File: config.mk
export PLATFORM = sky130hd
export DESIGN_NAME = four_channel_median_sampler_top
export DESIGN_NICKNAME = d
export VERILOG_FILES = /design/src/fcms_pkg.sv /design/src/fcms_front.sv /design/src/fcms_queue.sv /design/src/fcms_back.sv /design/src/four_channel_median_sampler_top.sv
export SDC_FILE = /design/constraint.sdc
export NUM_CORES = 1
export LEC_CHECK = 0
export BUFFER_PORTS_ARGS = -buffer_cell sky130_fd_sc_hd__buf_2
export CORE_ASPECT_RATIO = 1.4
export CORE_UTILIZATION = 50
export CTS_CLUSTER_SIZE = 14
export DETAILED_ROUTE_END_ITERATION = 10
export PLACE_DENSITY = 0.7
export SYNTH_ARGS = -nofsm -noshare
export SYNTH_HDL_FRONTEND = slang
export SYNTH_SLANG_ARGS = --single-unit
File: constraint.sdc
create_clock -name clock -period 10.3 [get_ports clock]
set_input_delay 2.06 -clock clock [delete_from_list [all_inputs] [get_ports clock]]
set_output_delay 2.06 -clock clock [all_outputs]
set_load 0.01 [all_outputs]
File: src/fcms_pkg.sv
// Shared types and constants for the four-channel median sampler.
package fcms_pkg;

   localparam int SAMPLE_WIDTH = 16;
   localparam int RAW_WIDTH    = 24;
   localparam int BYTE_WIDTH   = 8;
   localparam int PERIOD_WIDTH = 16;
   localparam int CSR_DATA_W   = 32;
   localparam int CSR_ADDR_W   = 3;

   localparam logic [PERIOD_WIDTH-1:0] PERIOD_RESET = 16'd40;

   // register word index, taken from paddr[2]
   localparam logic CSR_IDX_SNAPSHOT_PERIOD = 1'b0;

   // snapshots held between front and back
   localparam int QUEUE_DEPTH = 2;

   // queue fill status seen by front and back
   typedef struct packed {
      logic full;
      logic empty;
   } queue_status_type;

   // back-end sequencer states
   typedef enum logic {
      BK_IDLE,
      BK_SEND
   } back_state_type;

endpackage

File: src/fcms_front.sv
// Front end: sample rings, per-channel median, round counter and snapshot push.
module fcms_front #(
   parameter int NUM_CHANNELS = 4,
   parameter int WINDOW       = 5
) (
   input  logic                                     clock,
   input  logic                                     reset,
   input  logic                                     req_valid,
   output logic                                     req_stall,
   input  logic [fcms_pkg::RAW_WIDTH-1:0]           req_raw_word,
   input  logic                                     req_queue_room,
   input  logic [fcms_pkg::PERIOD_WIDTH-1:0]        snapshot_period,
   input  fcms_pkg::queue_status_type               q_status,
   output logic                                     push_valid,
   output logic [NUM_CHANNELS*fcms_pkg::SAMPLE_WIDTH-1:0] push_data
);

   localparam int CH_W     = (NUM_CHANNELS > 1) ? $clog2(NUM_CHANNELS) : 1;
   localparam int POS_W    = $clog2(WINDOW);
   localparam int RANK_W   = $clog2(WINDOW);
   localparam int MED_RANK = WINDOW / 2;
   localparam int SW       = fcms_pkg::SAMPLE_WIDTH;

   logic [CH_W-1:0]   ch_ff, ch_in;
   logic [POS_W-1:0]  pos_ff [NUM_CHANNELS];
   logic [POS_W-1:0]  pos_cur, pos_next;
   logic [SW-1:0]     ring_ff [NUM_CHANNELS][WINDOW];
   logic [SW-1:0]     med_ff [NUM_CHANNELS];
   logic [fcms_pkg::PERIOD_WIDTH-1:0] rc_ff, rc_in, rc_inc;

   logic              accept;
   logic [SW-1:0]     sample;
   logic [SW-1:0]     row [WINDOW];
   logic [RANK_W-1:0] rank [WINDOW];
   logic [SW-1:0]     new_med;
   logic              last_ch;
   logic              snap_due;

   assign req_stall = q_status.full;
   assign accept    = req_valid && !req_stall;
   assign sample    = req_raw_word[SW:1];
   assign pos_cur   = pos_ff[ch_ff];
   assign pos_next  = (pos_cur == POS_W'(WINDOW - 1)) ? '0 : pos_cur + 1'b1;
   assign last_ch   = (ch_ff == CH_W'(NUM_CHANNELS - 1));
   assign ch_in     = last_ch ? '0 : ch_ff + 1'b1;

   // ring row of the current channel with the new sample in place
   always_comb begin
      for (int w = 0; w < WINDOW; w++) begin
         row[w] = (pos_cur == POS_W'(w)) ? sample : ring_ff[ch_ff][w];
      end
   end

   // descending rank of each entry, ties broken by position
   always_comb begin
      for (int i = 0; i < WINDOW; i++) begin
         rank[i] = '0;
         for (int j = 0; j < WINDOW; j++) begin
            if (j != i) begin
               if ((row[j] > row[i]) || ((row[j] == row[i]) && (j < i))) begin
                  rank[i] = rank[i] + 1'b1;
               end
            end
         end
      end
   end

   // the entry of middle rank is the median
   always_comb begin
      new_med = '0;
      for (int i = 0; i < WINDOW; i++) begin
         if (rank[i] == RANK_W'(MED_RANK)) begin
            new_med = new_med | row[i];
         end
      end
   end

   // round counter, counted once per round and reduced by the period when it reaches it
   always_comb begin
      rc_inc   = rc_ff + 1'b1;
      rc_in    = rc_ff;
      snap_due = 1'b0;
      if (last_ch) begin
         rc_in = rc_inc;
         if (rc_inc >= snapshot_period) begin
            rc_in    = rc_inc - snapshot_period;
            snap_due = 1'b1;
         end
      end
   end

   // snapshot: stored medians, last channel taken fresh
   always_comb begin
      for (int c = 0; c < NUM_CHANNELS; c++) begin
         push_data[c*SW +: SW] = (c == NUM_CHANNELS - 1) ? new_med : med_ff[c];
      end
   end

   assign push_valid = accept && snap_due && req_queue_room;

   // control state and sample rings
   always_ff @(posedge clock) begin
      if (reset) begin
         ch_ff <= '0;
         rc_ff <= '0;
         for (int c = 0; c < NUM_CHANNELS; c++) begin
            pos_ff[c] <= '0;
            for (int w = 0; w < WINDOW; w++) begin
               ring_ff[c][w] <= '0;
            end
         end
      end else if (accept) begin
         ch_ff         <= ch_in;
         rc_ff         <= rc_in;
         pos_ff[ch_ff] <= pos_next;
         ring_ff[ch_ff][pos_cur] <= sample;
      end
   end

   // medians, undefined until first written
   always_ff @(posedge clock) begin
      if (accept) begin
         med_ff[ch_ff] <= new_med;
      end
   end

endmodule

File: src/fcms_queue.sv
// Small snapshot queue between front and back.
module fcms_queue #(
   parameter int DATA_W = 64
) (
   input  logic                        clock,
   input  logic                        reset,
   input  logic                        push,
   input  logic [DATA_W-1:0]           push_data,
   input  logic                        pop,
   output logic [DATA_W-1:0]           pop_data,
   output fcms_pkg::queue_status_type  status
);

   localparam int DEPTH = fcms_pkg::QUEUE_DEPTH;
   localparam int PTR_W = (DEPTH > 1) ? $clog2(DEPTH) : 1;
   localparam int CNT_W = $clog2(DEPTH + 1);

   logic [DATA_W-1:0] mem_ff [DEPTH];
   logic [PTR_W-1:0]  wr_ptr_ff, wr_ptr_in;
   logic [PTR_W-1:0]  rd_ptr_ff, rd_ptr_in;
   logic [CNT_W-1:0]  count_ff, count_in;
   logic              do_push, do_pop;

   assign status.full  = (count_ff == CNT_W'(DEPTH));
   assign status.empty = (count_ff == '0);
   assign do_push      = push && !status.full;
   assign do_pop       = pop && !status.empty;
   assign pop_data     = mem_ff[rd_ptr_ff];

   // pointer and fill-count update
   always_comb begin
      wr_ptr_in = wr_ptr_ff;
      rd_ptr_in = rd_ptr_ff;
      count_in  = count_ff;
      if (do_push) begin
         wr_ptr_in = (wr_ptr_ff == PTR_W'(DEPTH - 1)) ? '0 : wr_ptr_ff + 1'b1;
      end
      if (do_pop) begin
         rd_ptr_in = (rd_ptr_ff == PTR_W'(DEPTH - 1)) ? '0 : rd_ptr_ff + 1'b1;
      end
      if (do_push && !do_pop) begin
         count_in = count_ff + 1'b1;
      end else if (do_pop && !do_push) begin
         count_in = count_ff - 1'b1;
      end
   end

   always_ff @(posedge clock) begin
      if (reset) begin
         wr_ptr_ff <= '0;
         rd_ptr_ff <= '0;
         count_ff  <= '0;
      end else begin
         wr_ptr_ff <= wr_ptr_in;
         rd_ptr_ff <= rd_ptr_in;
         count_ff  <= count_in;
      end
   end

   // storage
   always_ff @(posedge clock) begin
      if (do_push) begin
         mem_ff[wr_ptr_ff] <= push_data;
      end
   end

endmodule

File: src/fcms_back.sv
// Back end: serializes one snapshot into bytes behind an output register.
module fcms_back #(
   parameter int NUM_CHANNELS = 4
) (
   input  logic                                           clock,
   input  logic                                           reset,
   input  fcms_pkg::queue_status_type                     q_status,
   input  logic [NUM_CHANNELS*fcms_pkg::SAMPLE_WIDTH-1:0] q_data,
   output logic                                           q_pop,
   output logic                                           rsp_valid,
   input  logic                                           rsp_stall,
   output logic [fcms_pkg::BYTE_WIDTH-1:0]                rsp_out_byte,
   output logic                                           rsp_last_byte
);

   localparam int CH_W = (NUM_CHANNELS > 1) ? $clog2(NUM_CHANNELS) : 1;
   localparam int SW   = fcms_pkg::SAMPLE_WIDTH;
   localparam int BW   = fcms_pkg::BYTE_WIDTH;

   fcms_pkg::back_state_type state_ff, state_in;

   logic [NUM_CHANNELS*SW-1:0] snap_ff;
   logic [CH_W-1:0]            chan_ff, chan_in;
   logic [1:0]                 sub_ff, sub_in;
   logic                       rsp_valid_ff, rsp_valid_in;
   logic [BW-1:0]              rsp_byte_ff, rsp_byte_in;
   logic                       rsp_last_ff, rsp_last_in;
   logic                       adv;
   logic                       load;
   logic                       final_byte;
   logic [SW-1:0]              cur_med;

   assign adv        = !rsp_valid_ff || !rsp_stall;
   assign cur_med    = snap_ff[chan_ff*SW +: SW];
   assign final_byte = (chan_ff == CH_W'(NUM_CHANNELS - 1)) && (sub_ff == 2'd2);

   // next state
   always_comb begin
      state_in = state_ff;
      case (state_ff)
         fcms_pkg::BK_IDLE: begin
            if (!q_status.empty) begin
               state_in = fcms_pkg::BK_SEND;
            end
         end
         fcms_pkg::BK_SEND: begin
            if (adv && final_byte) begin
               state_in = fcms_pkg::BK_IDLE;
            end
         end
         default: state_in = fcms_pkg::BK_IDLE;
      endcase
   end

   // outputs: queue pop, byte counters, output register
   always_comb begin
      load         = 1'b0;
      chan_in      = chan_ff;
      sub_in       = sub_ff;
      rsp_valid_in = rsp_valid_ff;
      rsp_byte_in  = rsp_byte_ff;
      rsp_last_in  = rsp_last_ff;
      case (state_ff)
         fcms_pkg::BK_IDLE: begin
            load = !q_status.empty;
            if (load) begin
               chan_in = '0;
               sub_in  = '0;
            end
            if (adv) begin
               rsp_valid_in = 1'b0;
            end
         end
         fcms_pkg::BK_SEND: begin
            if (adv) begin
               rsp_valid_in = 1'b1;
               rsp_last_in  = final_byte;
               case (sub_ff)
                  2'd0:    rsp_byte_in = cur_med[BW-1:0];
                  2'd1:    rsp_byte_in = cur_med[SW-1:BW];
                  default: rsp_byte_in = '0;
               endcase
               if (sub_ff == 2'd2) begin
                  sub_in  = '0;
                  chan_in = chan_ff + 1'b1;
               end else begin
                  sub_in = sub_ff + 1'b1;
               end
            end
         end
         default: begin
            rsp_valid_in = 1'b0;
         end
      endcase
   end

   assign q_pop         = load;
   assign rsp_valid     = rsp_valid_ff;
   assign rsp_out_byte  = rsp_byte_ff;
   assign rsp_last_byte = rsp_last_ff;

   always_ff @(posedge clock) begin
      if (reset) begin
         state_ff     <= fcms_pkg::BK_IDLE;
         rsp_valid_ff <= 1'b0;
      end else begin
         state_ff     <= state_in;
         rsp_valid_ff <= rsp_valid_in;
      end
   end

   // payload registers
   always_ff @(posedge clock) begin
      chan_ff     <= chan_in;
      sub_ff      <= sub_in;
      rsp_byte_ff <= rsp_byte_in;
      rsp_last_ff <= rsp_last_in;
      if (load) begin
         snap_ff <= q_data;
      end
   end

endmodule

File: src/four_channel_median_sampler_top.sv
// Top level of the four-channel median sampler.
//
// Request channel (req_valid / req_stall): one 24-bit converter word per
// transfer plus the downstream room flag. Bits 16..1 are the sample; words
// go round-robin to the channels starting at channel 0. One word can be
// taken every cycle; req_stall rises only while two snapshots wait in the
// queue between the front and the back end.
// Each word updates its channel's five-sample ring and median in the cycle
// it is taken. After the last channel's word a round is counted; when the
// count reaches snapshot_period (APB register 0) and room is flagged, a
// snapshot of all medians is queued.
// Response channel (rsp_valid / rsp_stall): each snapshot leaves as
// 3*NUM_CHANNELS byte transfers, low, middle and zero high byte per channel,
// rsp_last_byte on the final one. A snapshot passes the queue, the back-end
// load and the output register before its first byte, then one byte per
// cycle while not stalled; the back end idles again before the next load.
// A stalled byte holds in the output register; the front keeps accepting
// words until the snapshot queue is full.
// Reset clears rings, ring positions, channel and round counters and sets
// the period to 40.
module four_channel_median_sampler_top #(
   parameter int NUM_CHANNELS = 4,
   parameter int WINDOW       = 5
) (
   input  logic                                 clock,
   input  logic                                 reset,
   input  logic                                 req_valid,
   output logic                                 req_stall,
   input  logic [fcms_pkg::RAW_WIDTH-1:0]       req_raw_word,
   input  logic                                 req_queue_room,
   output logic                                 rsp_valid,
   input  logic                                 rsp_stall,
   output logic [fcms_pkg::BYTE_WIDTH-1:0]      rsp_out_byte,
   output logic                                 rsp_last_byte,
   input  logic                                 psel,
   input  logic                                 penable,
   input  logic                                 pwrite,
   input  logic [fcms_pkg::CSR_ADDR_W-1:0]      paddr,
   input  logic [fcms_pkg::CSR_DATA_W-1:0]      pwdata,
   output logic [fcms_pkg::CSR_DATA_W-1:0]      prdata,
   output logic                                 pready
);

   localparam int SNAP_W = NUM_CHANNELS * fcms_pkg::SAMPLE_WIDTH;

   logic [fcms_pkg::PERIOD_WIDTH-1:0] period_ff;
   logic                              csr_write;
   fcms_pkg::queue_status_type        q_status;
   logic                              push_valid;
   logic [SNAP_W-1:0]                 push_data;
   logic                              q_pop;
   logic [SNAP_W-1:0]                 q_data;

   // configuration register
   assign pready    = 1'b1;
   assign csr_write = psel && penable && pwrite && pready &&
                      (paddr[2] == fcms_pkg::CSR_IDX_SNAPSHOT_PERIOD);

   always_ff @(posedge clock) begin
      if (reset) begin
         period_ff <= fcms_pkg::PERIOD_RESET;
      end else if (csr_write) begin
         period_ff <= pwdata[fcms_pkg::PERIOD_WIDTH-1:0];
      end
   end

   always_comb begin
      prdata = '0;
      if (paddr[2] == fcms_pkg::CSR_IDX_SNAPSHOT_PERIOD) begin
         prdata = {{(fcms_pkg::CSR_DATA_W - fcms_pkg::PERIOD_WIDTH){1'b0}}, period_ff};
      end
   end

   fcms_front #(
      .NUM_CHANNELS (NUM_CHANNELS),
      .WINDOW       (WINDOW)
   ) u_front (
      .clock           (clock),
      .reset           (reset),
      .req_valid       (req_valid),
      .req_stall       (req_stall),
      .req_raw_word    (req_raw_word),
      .req_queue_room  (req_queue_room),
      .snapshot_period (period_ff),
      .q_status        (q_status),
      .push_valid      (push_valid),
      .push_data       (push_data)
   );

   fcms_queue #(
      .DATA_W (SNAP_W)
   ) u_queue (
      .clock     (clock),
      .reset     (reset),
      .push      (push_valid),
      .push_data (push_data),
      .pop       (q_pop),
      .pop_data  (q_data),
      .status    (q_status)
   );

   fcms_back #(
      .NUM_CHANNELS (NUM_CHANNELS)
   ) u_back (
      .clock         (clock),
      .reset         (reset),
      .q_status      (q_status),
      .q_data        (q_data),
      .q_pop         (q_pop),
      .rsp_valid     (rsp_valid),
      .rsp_stall     (rsp_stall),
      .rsp_out_byte  (rsp_out_byte),
      .rsp_last_byte (rsp_last_byte)
   );

endmodule

==> flow_summary.toml <==
[yosys]
synth_most_common_cell = "edfxtp_1"
yosysTopAreaCell = "edfxtp_1"
synth_edf_count = 585
synth_area_mm2 = 0.0322
syn_inst = 2362
ys_top_cells_by_area = "edfxtp_1 55%, ha_1 7.6%, mux4_2 7.0%"
yosysWarnings = 0
synthTopCellsByCount = "585 x edfxtp_1, 339 x and3_1, 197 x ha_1"
ys_types = 83
ys.flop_type = "edfxtp_1"
syn_area_per_cell_um2 = 13.6
async_flop_share_pct = 0
synth_seq_cells = 627
synth-seq-area-share_pct = 57.1
synth_top_area_share_pct = 54.5

[timing]
rsz0062_at_grt = "false"
slew_violations = 0
tns_ns = 0
finalHoldViolCount = 0
fin_crit_sh_pct = 76.3
finalSetupViolations = 0
finClkSkew_ns = 0.0819
max_slew.worst_pin.slew_ns = 1.32
max_freq_ghz = 0.127
fin_crit_ns = 7.86
slew_headroom_pct = 12.1

[pwr]
p_clk_share_pct = 21.0
powerDensity_mw_per_mm2 = 279
pwr-share-seq_pct = 37.4
swShare_pct = 37.5
p_int_w = 0.00609
combPwrFrac_pct = 41.7
leakagePower_nw = 14.1
max-vdd-ir-drop_uv = 204
switching_power_w = 0.00366

[detailed_routing]
vias = 20131
dr.pass1.iters = 6
ant_nets = 0
vias_per_cell = 6.24
wl_um = 80300
wl_per_cell_um = 24.9
drc = 0
drt-initial-drc-count = 1713

[global_routing]
grt_max_degree = 69
grtUsageTotal_pct = 24.5
antenna_found_initial = 0
grt_pass1_wl_um = 121000
grt.overflow.total = 0
grt_pass1_vias = 20510

[floorplanning]
io_pins = 111
rows = 109
start_util_pct = 50.8
die_x_um = 217
die_area_mm2 = 0.0655
die_h_um = 302
core_region_area_mm2 = 0.0634

[finish]
postLayoutCellArea_mm2 = 0.0350
seqCellArea_mm2 = 0.0184
n_antenna_cell = 0
multi_input_area_mm2 = 0.0128
drive_gt1_share_pct = 17.9
final_util_pct = 55.1
num-nets-final = 2618
fillCellCount = 5079
syn_to_final_growth_pct = 8.51

[clock_tree]
cts_setup_buffers = 0
cts_buffers = 57
cts_resized = 0
clkLatencyLatePin_ns = 0.65
cts_tree = "yes"
hold_buffers = 0
cts_max_level = 2
cts_sinks = 627
clk_path_buf_depth = 3
clk_pin_slew_ns = 0.06
cts-root-buf = "clkbuf_16"

[place]
portBuffers = 67
hpwlAfterDp_um = 52900
place.gp.congestion = 0.964
placed_area_mm2 = 0.0332

[status]
status = "finished clean"

[min_path]
whs_path_depth = 0
whs_endpoint = "u_queue.mem_ff[1][45]$_DFFE_PP_"
hold_path.class = "reg -> reg"
hold_path.startpoint = "u_front.med_ff[2][13]$_DFFE_PP_"

[setup_path]
path_max_fanout = 28
cp-end-kind = "register"
crit_arrival_ns = 8.09
rrSetupSlack_ns = 2.44
rr_endpoint = "u_front.med_ff[2][15]$_DFFE_PP_"
start_kind = "register"
reg2reg_depth = 21
required_ns = 10.54
critical_path_class = "reg -> reg"

[flow_run]
maxCapViolCount = 0
==> final cells by class <==
cell class	instances	area share [%]
Clock buffer	68	4.26
Clock inverter	34	0.844
Inverter	96	1.03
Multi-Input combinational cell	1474	36.6
Sequential cell	627	52.7
Tap cell	832	2.98
Timing Repair Buffer	97	1.60
==> worst max-delay path, cell delays in order, from the launching register on <==
cell and delay [ns]:
dfxtp_4 0.64, mux4_2 0.49, inv_1 0.25, ha_1 0.29
inv_1 0.15, nor2_4 0.50, mux2i_1 0.67, ha_1 0.29
nand4_1 0.14, nor4_1 0.43, o21a_1 0.20, o221ai_1 0.12
a2bb2oi_1 0.61, inv_1 0.10, ha_1 0.39, xor2_1 0.19
ha_1 0.35, nor4bb_1 0.13, o21bai_1 0.21, nand2_1 0.40
a222oi_1 0.49, o221ai_1 0.38
==> per-layer routing <==
metal  share of wire (%)  routed length (um)  GRT usage [%]
met5                   0                   0              0
met4                 4.6                3710           11.7
met3                 4.7                3810           2.94
met2                  53               42300           44.7
met1                  38               30500           28.7
==> worst max-delay path by stage <==
stage | startpoint | to | slack [ns] | cells after the start
after floorplan | register | u_front.med_ff[0][3]$_DFFE_PP_ | 3.17 | 21
after global placement | register | u_front.med_ff[1][15]$_DFFE_PP_ | 2.54 | 18
after detailed placement | req_raw_word[12] | u_queue.mem_ff[0][63]$_DFFE_PP_ | 2.41 | 17
after CTS | register | u_front.med_ff[2][15]$_DFFE_PP_ | 2.45 | 21
after global routing | register | u_front.med_ff[2][4]$_DFFE_PP_ | 2.05 | 21
final | register | u_front.med_ff[2][15]$_DFFE_PP_ | 2.44 | 21
==> power groups by stage <==
stage	registers [W]	clock network [W]	logic, W
after floorplan	0.00365	0	0.00277
after global placement	0.00368	0	0.00387
after detailed placement	0.00370	0	0.00401
after CTS	0.00365	0.00207	0.00403
after global routing	0.00368	0.00216	0.00438
final	0.00365	0.00204	0.00406
==> per-stage QoR <==
step	instances	hold WS [ns]	setup slack [ns]	total power [W]
2_1_floorplan	2377	0.421	3.17	0.00642
6_report	3228	0.444	2.44	0.00975
5_1_grt	3228	0.446	2.05	0.0102
4_1_cts	3228	0.444	2.45	0.00976
3_3_place_gp	3126	0.422	2.54	0.00755
3_5_place_dp	3126	0.429	2.41	0.00771
==> sequential cells by signal, indices dropped and copies added (netlist names), 2 cells and up, named ones only <==
name                 cells
u_front.ring_ff        320
u_queue.mem_ff         128
u_back.snap_ff          64
u_front.med_ff          48
period_ff               16
u_front.rc_ff           16
u_front.pos_ff          12
u_back.rsp_out_byte      8
u_back.chan_ff           2
u_back.sub_ff            2
u_front.ch_ff            2
u_queue.count_ff         2
==> cell usage in the layout, fill, tap and decap left out, types with 19 or more instances in the layout <==
| cell | synthesis | layout |
|---|---|---|
| nand4_1 | 25 | 25 |
| nand3_1 | 28 | 28 |
| and3_1 | 339 | 338 |
| clkbuf_16 | 0 | 58 |
| o21ai_0 | 40 | 40 |
| nor2_1 | 102 | 97 |
| a21o_1 | 45 | 45 |
| mux4_2 | 100 | 100 |
| a21oi_1 | 80 | 79 |
| ha_1 | 197 | 193 |
| mux2_2 | 110 | 110 |
| dfxtp_1 | 42 | 39 |
| buf_4 | 17 | 30 |
| xor2_1 | 19 | 19 |
| buf_2 | 4 | 67 |
| inv_1 | 94 | 93 |
| edfxtp_1 | 585 | 585 |
| nand2_1 | 79 | 79 |
| mux2i_1 | 38 | 38 |
==> kinds of logic (layout without fill, tap and decap cells) <==
| kind of cell | Yosys count | in the layout | share of synthesized area (%) |
|---|---|---|---|
| adders and majority gates | 199 | 199 | 7.75 |
| and+or+nand+nor | 664 | 664 | 11.6 |
| buffers and inverters | 276 | 295 | 3.48 |
| DFF | 627 | 627 | 57.1 |
| other | 2 | 17 | 0.0233 |
| AOI/OAI and AO/OA | 308 | 308 | 6.88 |
| xor gates and xnor gates | 35 | 35 | 0.951 |
| muxes | 251 | 251 | 12.2 |
No activity file was read; power rests on OpenSTA's default activity.
